--- src/hw/rtl/btlv_pkg.sv ---
// Shared types and constants of the BER-TLV tag finder.
// No dependencies; imported by the parser, the output queue, the top level, the checker and the testbench.
package btlv_pkg;

  // Record kinds
  localparam logic KindHeader = 1'b0;
  localparam logic KindEnd    = 1'b1;

  // Header byte codes
  localparam logic [4:0] TagExtMask = 5'h1f;
  localparam logic [7:0] LenOneByte = 8'h81;
  localparam logic [7:0] LenTwoByte = 8'h82;

  // Output queue geometry
  localparam int QDepth = 4;
  localparam int QIdxW  = $clog2(QDepth);
  localparam int QCntW  = $clog2(QDepth + 1);

  typedef struct packed {
    logic        kind;
    logic [15:0] tag;
    logic [15:0] value_len;
    logic [15:0] value_offset;
    logic        tag_match;
    logic        found;
    logic        truncated;
    logic        last_of_run;
  } rec_t;

  // Records produced by one byte: first and, on a header plus end, second.
  typedef struct packed {
    logic first;
    logic second;
  } push_t;

endpackage

--- src/hw/rtl/ber_tlv_tag_finder.sv ---
// BER-TLV tag finder top level: config register, header walker, result queue.
// Depends on btlv_pkg, btlv_parser and btlv_outq.
//
// Usage:
//   Input channel (in_valid_i / in_stall_o) carries one buffer byte per
//   transfer with last_byte_i marking the final byte of a buffer.
//   Output channel (out_valid_o / out_stall_i) carries records: a header
//   record for every completed tag+length header, and an end record after
//   the last byte holding found, first match offset/length and truncated.
//   A byte that closes a header and is also the last yields two records,
//   header first; last_of_run_o flags the final record of each byte.
//   A record enters the result queue register when its byte transfers and is shown once it reaches the head.
//   Throughput: one byte per cycle; the limit is the four-entry result
//   queue, which stalls input once it holds more than two records. Output
//   drains one record per cycle while out_stall_i is low.
//   A stalled receiver holds the head record; the queue keeps taking bytes
//   until its room for a two-record byte is gone.
//   cfg_we_i/cfg_wdata_i write target_tag; write it only while idle.
//   Reset clears the walk state, the target tag and the queue.
module ber_tlv_tag_finder import btlv_pkg::*; (
  input  logic        clk_i,
  input  logic        rst_ni,
  input  logic        cfg_we_i,
  input  logic [15:0] cfg_wdata_i,
  input  logic        in_valid_i,
  output logic        in_stall_o,
  input  logic [7:0]  data_byte_i,
  input  logic        last_byte_i,
  output logic        out_valid_o,
  input  logic        out_stall_i,
  output logic        record_kind_o,
  output logic [15:0] tag_o,
  output logic [15:0] value_len_o,
  output logic [15:0] value_offset_o,
  output logic        tag_match_o,
  output logic        found_o,
  output logic        truncated_o,
  output logic        last_of_run_o
);

  logic [15:0] target_q;
  logic        room;
  logic        fire;
  push_t       push;
  rec_t        rec0;
  rec_t        rec1;
  rec_t        head;

  always_ff @(posedge clk_i or negedge rst_ni) begin
    if (!rst_ni) begin
      target_q <= 16'd0;
    end else if (cfg_we_i) begin
      target_q <= cfg_wdata_i;
    end
  end

  assign in_stall_o = !room;
  assign fire       = in_valid_i && room;

  btlv_parser u_parser (
    .clk_i        (clk_i),
    .rst_ni       (rst_ni),
    .fire_i       (fire),
    .data_byte_i  (data_byte_i),
    .last_byte_i  (last_byte_i),
    .target_tag_i (target_q),
    .push_o       (push),
    .rec0_o       (rec0),
    .rec1_o       (rec1)
  );

  btlv_outq u_outq (
    .clk_i       (clk_i),
    .rst_ni      (rst_ni),
    .push_i      (push),
    .rec0_i      (rec0),
    .rec1_i      (rec1),
    .room_o      (room),
    .out_valid_o (out_valid_o),
    .out_stall_i (out_stall_i),
    .head_o      (head)
  );

  assign record_kind_o  = head.kind;
  assign tag_o          = head.tag;
  assign value_len_o    = head.value_len;
  assign value_offset_o = head.value_offset;
  assign tag_match_o    = head.tag_match;
  assign found_o        = head.found;
  assign truncated_o    = head.truncated;
  assign last_of_run_o  = head.last_of_run;

endmodule

--- src/hw/rtl/btlv_parser.sv ---
// Byte-wise BER-TLV header walker: phase, tag/length build, offsets, match.
// Depends on btlv_pkg; emits up to two records per accepted byte.
module btlv_parser import btlv_pkg::*; (
  input  logic        clk_i,
  input  logic        rst_ni,
  input  logic        fire_i,
  input  logic [7:0]  data_byte_i,
  input  logic        last_byte_i,
  input  logic [15:0] target_tag_i,
  output push_t       push_o,
  output rec_t        rec0_o,
  output rec_t        rec1_o
);

  localparam logic [2:0] PhTag0  = 3'd0;
  localparam logic [2:0] PhTag1  = 3'd1;
  localparam logic [2:0] PhLen0  = 3'd2;
  localparam logic [2:0] PhLen81 = 3'd3;
  localparam logic [2:0] PhLenHi = 3'd4;
  localparam logic [2:0] PhLenLo = 3'd5;
  localparam logic [2:0] PhSkip  = 3'd6;

  logic [2:0]  phase_q, phase_d;
  logic [15:0] tag_q, tag_d;
  logic [15:0] len_q, len_d;
  logic [15:0] skip_q, skip_d;
  logic [15:0] off_q, off_d;
  logic        seen_q, seen_d;
  logic [15:0] moff_q, moff_d;
  logic [15:0] mlen_q, mlen_d;

  logic        hdr_done;
  logic        hit;
  logic        trunc;
  logic [15:0] voff;
  logic [15:0] skip_dec;
  rec_t        hdr_rec;
  rec_t        end_rec;

  always_comb begin
    phase_d  = phase_q;
    tag_d    = tag_q;
    len_d    = len_q;
    skip_d   = skip_q;
    seen_d   = seen_q;
    moff_d   = moff_q;
    mlen_d   = mlen_q;
    hdr_done = 1'b0;
    hit      = 1'b0;
    trunc    = 1'b0;
    voff     = off_q + 16'd1;
    skip_dec = skip_q - {15'd0, (skip_q != 16'd0)};

    case (phase_q)
      PhTag0: begin
        tag_d   = {8'd0, data_byte_i};
        phase_d = (data_byte_i[4:0] == TagExtMask) ? PhTag1 : PhLen0;
      end
      PhTag1: begin
        tag_d   = {tag_q[7:0], data_byte_i};
        phase_d = PhLen0;
      end
      PhLen0: begin
        if (data_byte_i == LenTwoByte) begin
          phase_d = PhLenHi;
        end else if (data_byte_i == LenOneByte) begin
          phase_d = PhLen81;
        end else begin
          len_d    = {8'd0, data_byte_i};
          hdr_done = 1'b1;
        end
      end
      PhLen81: begin
        len_d    = {8'd0, data_byte_i};
        hdr_done = 1'b1;
      end
      PhLenHi: begin
        len_d   = {data_byte_i, 8'd0};
        phase_d = PhLenLo;
      end
      PhLenLo: begin
        len_d    = len_q | {8'd0, data_byte_i};
        hdr_done = 1'b1;
      end
      PhSkip: begin
        skip_d = skip_dec;
        if (skip_dec == 16'd0) begin
          phase_d = PhTag0;
        end
      end
      default: begin
        phase_d = PhTag0;
      end
    endcase

    if (hdr_done) begin
      hit = !seen_q && (tag_d == target_tag_i);
      if (hit) begin
        seen_d = 1'b1;
        moff_d = voff;
        mlen_d = len_d;
      end
      skip_d  = len_d;
      phase_d = (len_d == 16'd0) ? PhTag0 : PhSkip;
    end

    off_d = off_q + 16'd1;

    hdr_rec.kind         = KindHeader;
    hdr_rec.tag          = tag_d;
    hdr_rec.value_len    = len_d;
    hdr_rec.value_offset = voff;
    hdr_rec.tag_match    = hit;
    hdr_rec.found        = 1'b0;
    hdr_rec.truncated    = 1'b0;
    hdr_rec.last_of_run  = !last_byte_i;

    trunc = phase_d inside {[PhTag1:PhLenLo]};

    end_rec.kind         = KindEnd;
    end_rec.tag          = 16'd0;
    end_rec.value_len    = seen_d ? mlen_d : 16'd0;
    end_rec.value_offset = seen_d ? moff_d : 16'd0;
    end_rec.tag_match    = 1'b0;
    end_rec.found        = seen_d;
    end_rec.truncated    = trunc;
    end_rec.last_of_run  = 1'b1;

    // End of buffer: drop the walk state back to its reset values
    if (last_byte_i) begin
      phase_d = PhTag0;
      tag_d   = 16'd0;
      len_d   = 16'd0;
      skip_d  = 16'd0;
      off_d   = 16'd0;
      seen_d  = 1'b0;
      moff_d  = 16'd0;
      mlen_d  = 16'd0;
    end
  end

  assign push_o.first  = fire_i && (hdr_done || last_byte_i);
  assign push_o.second = fire_i && hdr_done && last_byte_i;
  assign rec0_o        = hdr_done ? hdr_rec : end_rec;
  assign rec1_o        = end_rec;

  always_ff @(posedge clk_i or negedge rst_ni) begin
    if (!rst_ni) begin
      phase_q <= PhTag0;
      tag_q   <= 16'd0;
      len_q   <= 16'd0;
      skip_q  <= 16'd0;
      off_q   <= 16'd0;
      seen_q  <= 1'b0;
      moff_q  <= 16'd0;
      mlen_q  <= 16'd0;
    end else if (fire_i) begin
      phase_q <= phase_d;
      tag_q   <= tag_d;
      len_q   <= len_d;
      skip_q  <= skip_d;
      off_q   <= off_d;
      seen_q  <= seen_d;
      moff_q  <= moff_d;
      mlen_q  <= mlen_d;
    end
  end

endmodule

--- src/hw/rtl/btlv_outq.sv ---
// Small shifting result queue: takes up to two records a cycle, shows the head.
// Depends on btlv_pkg for the record type and queue geometry.
module btlv_outq import btlv_pkg::*; (
  input  logic  clk_i,
  input  logic  rst_ni,
  input  push_t push_i,
  input  rec_t  rec0_i,
  input  rec_t  rec1_i,
  output logic  room_o,
  output logic  out_valid_o,
  input  logic  out_stall_i,
  output rec_t  head_o
);

  rec_t             q_q [QDepth];
  rec_t             q_d [QDepth];
  logic [QCntW-1:0] cnt_q, cnt_d;
  logic [QCntW-1:0] cnt_pop;
  logic [QIdxW-1:0] wr0;
  logic [QIdxW-1:0] wr1;
  logic             pop;

  assign out_valid_o = (cnt_q != '0);
  assign head_o      = q_q[0];
  assign pop         = out_valid_o && !out_stall_i;
  // Room for a byte that may yield two records
  assign room_o      = (cnt_q <= QCntW'(QDepth - 2));

  always_comb begin
    cnt_pop = cnt_q - {{(QCntW-1){1'b0}}, pop};
    wr0     = cnt_pop[QIdxW-1:0];
    wr1     = wr0 + 1'b1;
    for (int i = 0; i < QDepth; i++) begin
      if (pop && (i < QDepth - 1)) begin
        q_d[i] = q_q[(i + 1) % QDepth];
      end else begin
        q_d[i] = q_q[i];
      end
      if (push_i.first && (wr0 == QIdxW'(i))) begin
        q_d[i] = rec0_i;
      end
      if (push_i.second && (wr1 == QIdxW'(i))) begin
        q_d[i] = rec1_i;
      end
    end
    cnt_d = cnt_pop + {{(QCntW-1){1'b0}}, push_i.first}
                    + {{(QCntW-1){1'b0}}, push_i.second};
  end

  always_ff @(posedge clk_i or negedge rst_ni) begin
    if (!rst_ni) begin
      cnt_q <= '0;
    end else begin
      cnt_q <= cnt_d;
    end
  end

  always_ff @(posedge clk_i) begin
    for (int i = 0; i < QDepth; i++) begin
      q_q[i] <= q_d[i];
    end
  end

endmodule

--- config.mk ---
export PLATFORM = sky130hd
export DESIGN_NAME = ber_tlv_tag_finder
export DESIGN_NICKNAME = d
export VERILOG_FILES = /design/src/hw/rtl/btlv_pkg.sv /design/src/hw/rtl/ber_tlv_tag_finder.sv /design/src/hw/rtl/btlv_parser.sv /design/src/hw/rtl/btlv_outq.sv
export SDC_FILE = /design/constraint.sdc
export NUM_CORES = 1
export LEC_CHECK = 0
export ABC_AREA = 1
export BUFFER_PORTS_ARGS = -buffer_cell sky130_fd_sc_hd__buf_4
export CAP_MARGIN = 20
export CORE_UTILIZATION = 60
export CTS_CLUSTER_SIZE = 28
export DETAILED_ROUTE_END_ITERATION = 10
export GPL_TIMING_DRIVEN = 0
export PLACE_DENSITY = 0.74
export SETUP_SLACK_MARGIN = 0.3
export SLEW_MARGIN = 0
export SYNTH_ARGS = -nofsm -noshare
export SYNTH_HDL_FRONTEND = slang
export SYNTH_SLANG_ARGS = --single-unit
--- constraint.sdc ---
create_clock -name clk_i -period 9.9 [get_ports clk_i]
set_clock_uncertainty 0.1 [all_clocks]
set_input_delay 0.495 -clock clk_i [delete_from_list [all_inputs] [get_ports clk_i]]
set_output_delay 0.495 -clock clk_i [all_outputs]
set_load 0.03 [all_outputs]
Word-level counts from Yosys, hierarchy flattened
Memories as Yosys holds them, arrays and structs flattened.
Index checks and enable logic that the tools add are counted.
{"block": "word_totals", "register_bits": 119, "ramBits": 212, "in_bits": 30, "out_inout_bits": 55, "word_cells": 111, "mem_count": 1}
{"name": "u_outq.q_q", "words": 4, "width": 53, "read_ports": 4, "rd_clocked_by_memory_dff": 0, "wr": 4, "line_no": "btlv_outq.sv:15", "rtl": "rec_t q_q [QDepth];"}
{"block": "op_classes", "addsub": 6, "order_cmp": 3, "n_eq_ne": 16, "mux": 44, "bitwise_logic": 1, "n_reduce_logical": 30}
{"operator": "$mux 53", "count": 12}
{"operator": "$mux 16", "count": 16}
{"operator": "$pmux 16 s4", "count": 1}
{"operator": "$logic_not 16->1", "count": 2}
{"operator": "$pmux 16 s2", "count": 1}
{"operator": "$mux 3", "count": 6}
{"operator": "$pmux 3 s6", "count": 1}
{"operator": "$add 16x1->16 const B", "count": 1}
{"operator": "$eq 16x16->1", "count": 1}
{"operator": "$eq 8x8->1 const B", "count": 2}
{"operator": "$or 16x8->16", "count": 1}
{"operator": "$reduce_bool 16->1", "count": 1}
{"operator": "$sub 16x1->16", "count": 1}
{"operator": "$logic_and 1x1->1", "count": 15}
{"operator": "$eq 3x3->1 const B", "count": 3}
{"operator": "$eq 2x2->1 const B", "count": 4}
{"operator": "$add 3x1->3", "count": 2}
{"operator": "$eq 3x2->1 const B", "count": 2}
{"operator": "$reduce_bool 3->1", "count": 2}
{"operator": "$eq 5x5->1 const B", "count": 1}
{"operator": "$mux 1", "count": 5}
{"operator": "$eq 2x1->1 const B", "count": 2}
{"operator": "$logic_not 1->1", "count": 4}
{"operator": "$logic_not 2->1", "count": 2}
{"operator": "12 further kinds", "count": 12}

Longest topological paths before layout
Gate-level depths: netlist of run 1.
{"block": "logic_depth", "word_depth": 12, "mapped_depth": 21, "ltp_nobuf": 21}

Cells and area by module
A second synthesis of run 1 with hierarchy kept.
{"block": "unflattened", "hier_cells": 2634, "hier_area_um2": 19901.6}
{"mod": "btlv_outq", "instances": 1, "cells_each": 1479, "area_each_um2": 12204.2, "seq_area_each_um2": 6441.2}
{"mod": "btlv_parser", "instances": 1, "cells_each": 1084, "area_each_um2": 7041.8, "seq_area_each_um2": 2502.4}
{"mod": "ber_tlv_tag_finder", "instances": 1, "cells_each": 71, "area_each_um2": 655.6, "seq_area_each_um2": 400.4}

Worst setup path after synthesis of run 1
No wires, ideal clock.
{"block": "synth_path", "kind": "input -> register", "start": "in out_stall_i", "end": "mem u_outq.q_q[1][10] in the netlist's numbering, enable pin", "setup_time_ns": 0.379, "arrival_time_ns": 2.740, "t_required_ns": 9.421, "slack_ns": 6.682, "stages": 10, "n_path_buf": 1, "cell_sequence": "a21oi_1 ha_1 ha_1 inv_1 nor3_4 nand2_4 nor2_4 nor2_1 inv_1 buf_2"}
{"element": "start: declaration", "line_no": "ber_tlv_tag_finder.sv:30", "rtl": "input logic out_stall_i,"}
{"element": "end: declaration", "line_no": "btlv_outq.sv:15"}

==> results of run 1 <==
## worst reg2reg max path: stages (launching register included)
cell                      delay, ns
sky130_fd_sc_hd__dfrtp_1       0.36
sky130_fd_sc_hd__inv_1         0.08
sky130_fd_sc_hd__a21oi_1       0.58
sky130_fd_sc_hd__ha_1          0.27
sky130_fd_sc_hd__ha_1          0.26
sky130_fd_sc_hd__inv_1         0.16
sky130_fd_sc_hd__nor3_4        0.32
sky130_fd_sc_hd__nand2_2       0.22
sky130_fd_sc_hd__nor2_2        0.35
sky130_fd_sc_hd__nor2_1        0.11
sky130_fd_sc_hd__inv_1         0.25
sky130_fd_sc_hd__buf_2         0.89
## placed cells by master (no fill, tap or decap), drive strengths merged, types with 13 or more instances in the layout
cell type / instances
o21ai: 249
o32ai: 16
dfrtp: 119
edfxtp: 136
o211ai: 51
nand2: 421
nand4: 49
o21bai: 14
nand3: 149
nor3: 13
nor2: 111
dfxtp: 76
o22ai: 105
clkbuf: 139
inv: 249
xor2: 18
buf: 122
a21oi: 122
## layout make-up
cell class              count  area (um2)  share of cell area, %
inverters                 247       927.1                  4.818
multi-input cells        1351        6860                  35.65
flip-flops and latches    331        8583                  44.61
clock inverters            17       167.7                 0.8713
clock buffers              48       987.2                  5.130
well taps                 378       473.0                  2.458
plain buffers             127       531.8                  2.764
repair buffers             87       711.9                  3.700
## power breakdown
part | internal (mW) | switching (mW)
clock | 0.744 | 0.596
combinational | 0.838 | 1.99
sequential | 1.96 | 0.200
total | 3.54 | 2.78
## Yosys cell counts (10+ instances only)
master / n
sky130_fd_sc_hd__nand2_1: 413
sky130_fd_sc_hd__inv_1: 232
sky130_fd_sc_hd__o21ai_0: 168
sky130_fd_sc_hd__nand3_1: 140
sky130_fd_sc_hd__edfxtp_1: 136
sky130_fd_sc_hd__a21oi_1: 121
sky130_fd_sc_hd__dfrtp_1: 119
sky130_fd_sc_hd__nor2_1: 105
sky130_fd_sc_hd__o22ai_1: 105
sky130_fd_sc_hd__clkbuf_1: 91
sky130_fd_sc_hd__o21ai_1: 77
sky130_fd_sc_hd__dfxtp_1: 76
sky130_fd_sc_hd__o211ai_1: 51
sky130_fd_sc_hd__nand4_1: 49
sky130_fd_sc_hd__buf_2: 23
sky130_fd_sc_hd__xor2_1: 18
sky130_fd_sc_hd__o32ai_1: 16
sky130_fd_sc_hd__o21bai_1: 14
sky130_fd_sc_hd__inv_2: 12
sky130_fd_sc_hd__nor3_1: 10
## sequential cells by signal, indices dropped and copies added, names as in the netlist
name and count:
u_outq.q_q 212, u_outq.cnt_q 3, u_parser.len_q 16, u_parser.tag_q 16, u_parser.off_q 16, target_q 16, u_parser.seen_q 1, u_parser.skip_q 16
u_parser.moff_q 16, u_parser.mlen_q 16, u_parser.phase_q 3
## worst min-delay path by stage
stage / from / end / slack [ns] / depth (start not counted)
2_1_floorplan: rst_ni / target_q[0] / 0.1 / 0
3_3_place_gp: u_outq.q_q[1][3] / u_outq.q_q[1][3] / 0.35 / 2
3_5_place_dp: rst_ni / u_parser.skip_q[6] / 0.27 / 1
4_1_cts: cfg_wdata_i[15] / target_q[15] / 0.06 / 3
5_1_grt: cfg_wdata_i[15] / target_q[15] / 0.07 / 3
6_report: cfg_wdata_i[15] / target_q[15] / 0.06 / 3
## layer usage
metal,up-vias,GRT usage [%]
li1,7340,-
met1,7544,49.35
met2,979,60.00
met3,181,6.698
met4,0,18.57
met5,-,0
## cell families (layout without fill, tap and decap cells)
logic type | after synthesis | after routing | synth area share, %
AOI/OAI and AO/OA | 567 | 567 | 19.16
muxes | 4 | 4 | 0.2665
and+or+nand+nor | 753 | 753 | 19.56
adders and majority gates | 7 | 7 | 0.5626
DFF | 331 | 331 | 50.78
xor gates and xnor gates | 20 | 20 | 1.036
buffers and inverters | 374 | 526 | 8.631
## metrics by stage
| stage | area (um2) | power [mW] | hold slack (ns) |
|---|---|---|---|
| 2_1_floorplan | 16900 | 4.023 | 0.09941 |
| 3_3_place_gp | 18000 | 4.837 | 0.3461 |
| 3_5_place_dp | 18060 | 4.912 | 0.2732 |
| 4_1_cts | 19220 | 6.250 | 0.05988 |
| 5_1_grt | 19240 | 6.666 | 0.07270 |
| 6_report | 19240 | 6.324 | 0.05820 |
## repair_timing
action / 4_1_cts / 5_1_grt
endpoints found under the hold margin: 23 / 0
hold buffers: 1 / 0
endpoints found under the setup margin: 0 / 0
==> results by group, run 1 <==
Critical path
  – CP peak stage delay: 0.89 ns
  – Count of buffering cells on the critical path with inverters included: 4
  – End point of the critical path: u_outq.q_q[2][27]
  – Worst path cell trace: inv_1 > a21oi_1 > ha_1 > ha_1 > inv_1 > nor3_4 > nand2_2 > nor2_2 > nor2_1 > inv_1 > buf_2
  – Critical Setup Path Class: reg -> reg
  – Dominant cell type by count on the critical path: sky130_fd_sc_hd__inv_1
  – Launch point of the worst path: u_outq.cnt_q[0]
  – Top cell family by delay on the critical path: buffers and inverters
  – Cell count of the worst reg-to-reg path: 11
  – CP endpoint kind: register
  – Endpoint of the worst register-to-register path: u_outq.q_q[2][27]
  – Cell type of the slowest stage on the worst timing path: sky130_fd_sc_hd__buf_2
  – Kind of launch point of the worst setup path: register
  – Startpoint of the most critical register-to-register path: u_outq.cnt_q[0]
  – R2r setup slk: 5.55 ns
  – Critical Path Stages: 11
  – Data required time of the critical path: 9.95 ns
  – CP arrival: 4.40 ns
  – Max Fanout on Critical Path: 43

Floorplan
  – Chip width: 169.8 um
  – Vertical extent of the die: 169.8 um
  – Full die area: 28850 um2
  – I/O pins: 85
  – Core box area: 27780 um2
  – Number of rows in the core area: 61
  – Initial standard-cell utilization of the core: 60.84%

Synth
  – Yosys warning count: 0
  – Number of instances in the synthesized netlist: 2056
  – Netlist area before placement: 16900 um2
  – Area fraction of the dominant cell type after synthesis: 24.16%
  – Commonest register cell after synthesis: sky130_fd_sc_hd__edfxtp_1
  – Number of enable flip-flop cells after synthesis: 136
  – Synth area leaders: sky130_fd_sc_hd__edfxtp_1 24%, sky130_fd_sc_hd__dfrtp_1 18%, sky130_fd_sc_hd__nand2_1 9.2%, sky130_fd_sc_hd__dfxtp_1 9.0%, sky130_fd_sc_hd__inv_1 5.2%
  – Mean instance size in the synthesized netlist: 8.221 um2
  – Distinct cells, synth: 44
  – Synth Net Count: 2093
  – Number of storage elements in the synthesis netlist: 331
  – Largest area contributor in the netlist: sky130_fd_sc_hd__edfxtp_1
  – Proportion of synthesized chip area in sequential cells: 50.78%
  – Async S/R FF share, synth: 35.95%

Routing
  – Average routed wire per standard cell: 20.82 um
  – Wire length on met1: 21.29 mm
  – DRC violations left: 0
  – Final WL: 53.84 mm
  – First-pass iteration count of the detailed router: 6
  – Via density: 6.204
  – Top Metal Used: met4
  – Met3 wire length: 5.136 mm
  – Detailed Route Iter0 Violations: 2214
  – DRT antenna net count: 0
  – DR vias: 16040
  – Met2 wire length: 24.60 mm

Finish
  – Post-route non-filler standard cell count: 2586
  – Util after Layout: 69.26%
  – Final net count: 2219
  – Number of antenna repair diodes: 0
  – Relative area change from synthesis to final layout: 13.84%
  – Filler Cells Inserted: 2385
  – Fraction of layout instances using a drive strength above 1: 10.05%

Min path
  – Hold/Removal Path Class: in -> reg

Run status
  – Run status: completed

STA
  – Crit path setup slack, layout: 5.550 ns
  – Final Hold Viols: 0
  – Slew Limit Headroom: 28.12%
  – Unrepaired setup endpoints after global routing: false
  – Final period demand of the worst path: 4.350 ns
  – Final count of pins violating max slew: 0
  – Maximum clock frequency: 229.9 MHz
  – Number of setup violations in the final report: 0
  – Final TNS setup: 0 ns
  – Transition time of the tightest slew-check pin: 1.078 ns
  – Final worst path period share: 43.94%

Clock network
  – Buffers inserted during post-CTS setup optimization: 0
  – Maximum number of buffers from clock root to sink: 3
  – Resize count post-CTS: 0
  – Clock edge transition at the registers on the reported setup and hold paths: 0.06 ns
  – Number of levels in the clock H-tree: 2
  – Later-pin clock latency in the skew report: 0.54 ns
  – Number of buffers created by CTS: 37
  – CTS root buffer: sky130_fd_sc_hd__clkbuf_16
  – Clock net sink count: 331
  – TritonCTS clock tree: yes

Global routing
  – Vias in the first global route: 15230
  – Total grt overflow: 0
  – Antenna violations before repair: 1
  – Pin count of the biggest net entering global routing: 97
  – Gr usage total: 37.54%
  – Wire length of the first global-routing pass: 83.50 mm

Placement
  – Routability congestion estimate from global placement: 0.9703
  – Inst Count DP: 2519
  – Port Buffer Count: 83
  – HPWL after DPL: 38.78 mm
  – Pre-CTS setup slack: 5.392 ns

Power and ir drop
  – Lkg Pwr: 8.046 nW
  – Total power density per cell area: 328.6 nW/um2
  – Peak supply drop: 216.1 uV

Flow run
  – Number of violations of the max-capacitance limit: 0
Note: power is estimated with default switching activity, not from simulation.
==> run 2, diff against run 1 <==
--- a/config.mk
+++ b/config.mk
@@ -8,11 +8,11 @@
 export ABC_AREA = 1
 export BUFFER_PORTS_ARGS = -buffer_cell sky130_fd_sc_hd__buf_4
 export CAP_MARGIN = 20
-export CORE_UTILIZATION = 60
+export CORE_UTILIZATION = 56
 export CTS_CLUSTER_SIZE = 28
 export DETAILED_ROUTE_END_ITERATION = 10
 export GPL_TIMING_DRIVEN = 0
-export PLACE_DENSITY = 0.74
+export PLACE_DENSITY = 0.73
 export SETUP_SLACK_MARGIN = 0.3
 export SLEW_MARGIN = 0
 export SYNTH_ARGS = -nofsm -noshare
==> constraint.sdc (replaced) <==
create_clock -name clk_i -period 3.9 [get_ports clk_i]
set_clock_uncertainty 0.1 [all_clocks]
set_input_delay 0.195 -clock clk_i [delete_from_list [all_inputs] [get_ports clk_i]]
set_output_delay 0.195 -clock clk_i [all_outputs]
set_load 0.03 [all_outputs]
==> results by group, run 2 (same netlist as run 1, synthesis figures left out) <==
Critical path
  – CP peak stage delay: 0.59 ns (-0.30 ns)
  – CP endpoint kind: register
  – Count of buffering cells on the critical path with inverters included: 4 (unchanged)
  – Max Fanout on Critical Path: 10 (-77%)
  – Critical Setup Path Class: reg -> reg
  – Top cell family by delay on the critical path: buffers and inverters
  – Data required time of the critical path: 4.17 ns (-5.78 ns)
  – CP arrival: 3.80 ns (-0.60 ns)
  – Kind of launch point of the worst setup path: register
  – Worst path cell trace: inv_2 > nand2_2 > nor2_4 > nand3_1 > nand2_4 > inv_2 > nand2_2 > nand2_4 > nor3_4 > clkbuf_1 > clkbuf_1 > nand3_1 > a21oi_1
  – Cell type of the slowest stage on the worst timing path: sky130_fd_sc_hd__clkbuf_1

Clock network
  – Clock edge transition at the registers on the reported setup and hold paths: 0.07 ns (about the same)
  – Clock net sink count: 331 (unchanged)
  – TritonCTS clock tree: yes
  – CTS root buffer: sky130_fd_sc_hd__clkbuf_16
  – Later-pin clock latency in the skew report: 0.53 ns (about the same)
  – Number of buffers created by CTS: 37 (unchanged)
  – Maximum number of buffers from clock root to sink: 3 (unchanged)
  – Number of levels in the clock H-tree: 2 (unchanged)

STA
  – Final count of pins violating max slew: 0 (unchanged)
  – Number of setup violations in the final report: 0 (unchanged)
  – Maximum clock frequency: 283.2 MHz (+23%)
  – Final worst path period share: 90.54% (+47 points)
  – Transition time of the tightest slew-check pin: 0.8892 ns (-0.1889 ns)
  – Final TNS setup: 0 ns (unchanged)
  – Final period demand of the worst path: 3.531 ns (-0.8188 ns)
  – Unrepaired setup endpoints after global routing: true
  – Slew Limit Headroom: 40.72% (+13 points)
  – Final Hold Viols: 0 (unchanged)

Finish
  – Fraction of layout instances using a drive strength above 1: 11.25% (+1.2 points)
  – Register name with the most flops: u_outq.q_q
  – Leading cell types in the layout, fill and taps excluded: 409 x sky130_fd_sc_hd__nand2_1, 231 x sky130_fd_sc_hd__inv_1, 167 x sky130_fd_sc_hd__o21ai_0
  – Number of antenna repair diodes: 0 (unchanged)
  – Final net count: 2240 (+0.95%)
  – Util after Layout: 66.56% (-2.7 points)
  – Relative area change from synthesis to final layout: 16.71%
  – Number of flip-flops in the largest register: 212 (unchanged)
  – Leading cell type in the layout, fill and taps excluded: sky130_fd_sc_hd__nand2_1
  – Filler Cells Inserted: 2451 (+2.8%)

Routing
  – DRT antenna net count: 0 (unchanged)
  – DRC violations left: 0 (unchanged)
  – Detailed Route Iter0 Violations: 1819 (-18%)
  – Via density: 6.166 (-0.61%)
  – First-pass iteration count of the detailed router: 6 (unchanged)
  – DR vias: 16170 (+0.77%)
  – Final WL: 54.86 mm (+1.9%)
  – Average routed wire per standard cell: 20.92 um (+0.49%)

Power and ir drop
  – Lkg Pwr: 8.266 nW (+2.7%)
  – Combinational group share of total power: 44.4% (-0.3 points)
  – Sw frac: 42.97% (-1.0 points)
  – Total power density per cell area: 830.9 nW/um2 (+150%)
  – Total Power: 16.39 mW (+160%)
  – Clk network pwr share: 22.0% (+0.8 points)
  – Sw Pwr: 7.042 mW (+150%)
  – Sequential power share: 33.5% (-0.7 points)
  – Peak supply drop: 571.8 uV (+160%)
  – Cell-internal power: 9.348 mW (+160%)

Floorplan
  – I/O pins: 85 (unchanged)
  – Core box area: 29640 um2 (+6.7%)
  – Number of rows in the core area: 63 (+3.3%)
  – Chip width: 175.7 um (+3.5%)
  – Vertical extent of the die: 175.7 um (+3.5%)
  – Full die area: 30880 um2 (+7.1%)
  – Initial standard-cell utilization of the core: 57.03% (-3.8 points)

Placement
  – Port Buffer Count: 83 (unchanged)
  – Routability congestion estimate from global placement: 0.9996 (+3.0%)
  – HPWL after DPL: 38.95 mm (+0.44%)

Global routing
  – Busiest grt layer: met2
  – Antenna violations before repair: 0 (-1)
  – Met3 Resource Use GR: 7.597% (+0.90 points)
  – Gr usage total: 35.66% (-1.9 points)
  – Vias in the first global route: 15260 (+0.24%)
  – Wire length of the first global-routing pass: 84.97 mm (+1.8%)
  – Pin count of the biggest net entering global routing: 80 (-18%)
  – Total grt overflow: 0 (unchanged)
  – Met2 Use GR: 56.87% (-3.1 points)
  – Global routing met1 resource utilization: 46.44% (-2.9 points)

Flow run
  – Number of violations of the max-capacitance limit: 0 (unchanged)

Run status
  – Run status: completed

Min path
  – Hold/Removal Path Class: in -> reg
[run 2: cell count changes in the layout (fill, tap and decap cells not counted), moves of 4 or more]
cell / previous run / this run
sky130_fd_sc_hd__nor2_1: 105 / 101
sky130_fd_sc_hd__nand2_1: 413 / 409
sky130_fd_sc_hd__nor2_4: 1 / 8
sky130_fd_sc_hd__clkbuf_1: 100 / 93
sky130_fd_sc_hd__buf_4: 89 / 93
sky130_fd_sc_hd__dlygate4sd3_1: 1 / 18
sky130_fd_sc_hd__clkinvlp_4: 5 / 1
sky130_fd_sc_hd__buf_2: 23 / 19
sky130_fd_sc_hd__clkbuf_16: 37 / 41
sky130_fd_sc_hd__clkbuf_8: 2 / 9
sky130_fd_sc_hd__clkbuf_2: 0 / 4
[run 2: worst paths after layout]
path	endpoint	slack (ns)	cells after the start	startpoint
worst max-delay path	u_outq.q_q[2][1]	0.37	13	u_parser.phase_q[2]
worst min-delay path	u_parser.len_q[11]	0.02	5	data_byte_i[3]
worst max register to register	u_outq.q_q[2][1]	0.37	13	u_parser.phase_q[2]
worst min register to register	u_outq.q_q[1][43]	0.37	2	u_outq.q_q[1][43]
max in group asynchronous	u_parser.phase_q[0]	2.86	3	rst_ni
min in group asynchronous	target_q[12]	0.05	2	rst_ni
[run 2: per-layer routing]
metal	vias up	routed length (um)
li1	7390	-
met1	7643	21480
met3	168	5961
met5	-	0
met2	967	24880
met4	0	2540
[run 2: layout make-up]
type / instances / area (um2) / area share, %
timing repair buffer: 108 / 912.1 / 4.624
tap: 390 / 488.0 / 2.474
sequential: 331 / 8586 / 43.52
buffer: 127 / 579.3 / 2.937
inverter: 247 / 927.1 / 4.700
clock buffer: 57 / 1184 / 6.000
clock inverter: 11 / 81.33 / 0.4123
multi-input combinational: 1351 / 6969 / 35.33
[run 2: worst reg2reg max path, cell delays in order (launching register included)]
cell                       delay (ns)
sky130_fd_sc_hd__dfrtp_1         0.41
sky130_fd_sc_hd__inv_2           0.13
sky130_fd_sc_hd__nand2_2         0.11
sky130_fd_sc_hd__nor2_4          0.16
sky130_fd_sc_hd__nand3_1         0.16
sky130_fd_sc_hd__nand2_4         0.18
sky130_fd_sc_hd__inv_2           0.12
sky130_fd_sc_hd__nand2_2         0.11
sky130_fd_sc_hd__nand2_4         0.11
sky130_fd_sc_hd__nor3_4          0.26
sky130_fd_sc_hd__clkbuf_1        0.58
sky130_fd_sc_hd__clkbuf_1        0.60
sky130_fd_sc_hd__nand3_1         0.18
sky130_fd_sc_hd__a21oi_1         0.17
[run 2: power groups by stage]
stage | clock [mW] | combinational (mW) | sequential [mW]
5_1_grt | 3.74 | 7.93 | 5.60
4_1_cts | 3.61 | 7.02 | 5.47
2_1_floorplan | 0 | 4.36 | 5.86
3_5_place_dp | 0 | 6.90 | 5.52
3_3_place_gp | 0 | 6.74 | 5.49
6_report | 3.61 | 7.28 | 5.50
[run 2: timing repair]
item	CTS	global route
setup buffers	1	3
hold buffers	18	0
pin swaps	1	3
endpoints found under the hold margin	136	0
setup endpoints to repair	230	240
gates resized for setup	17	32
[run 2: per-stage QoR]
stage | instances | area (um2) | hold WS [ns] | setup slack [ns]
final | 2622 | 19730 | 0.01502 | 0.3691
after detailed placement | 2532 | 18090 | 0.03896 | -0.2939
after floorplan | 2056 | 16900 | -0.2006 | 0.6972
after global routing | 2622 | 19730 | 0.03804 | 0.3103
after global placement | 2529 | 18010 | 0.3055 | -0.7327
after CTS | 2619 | 19600 | 0.01168 | 0.3025
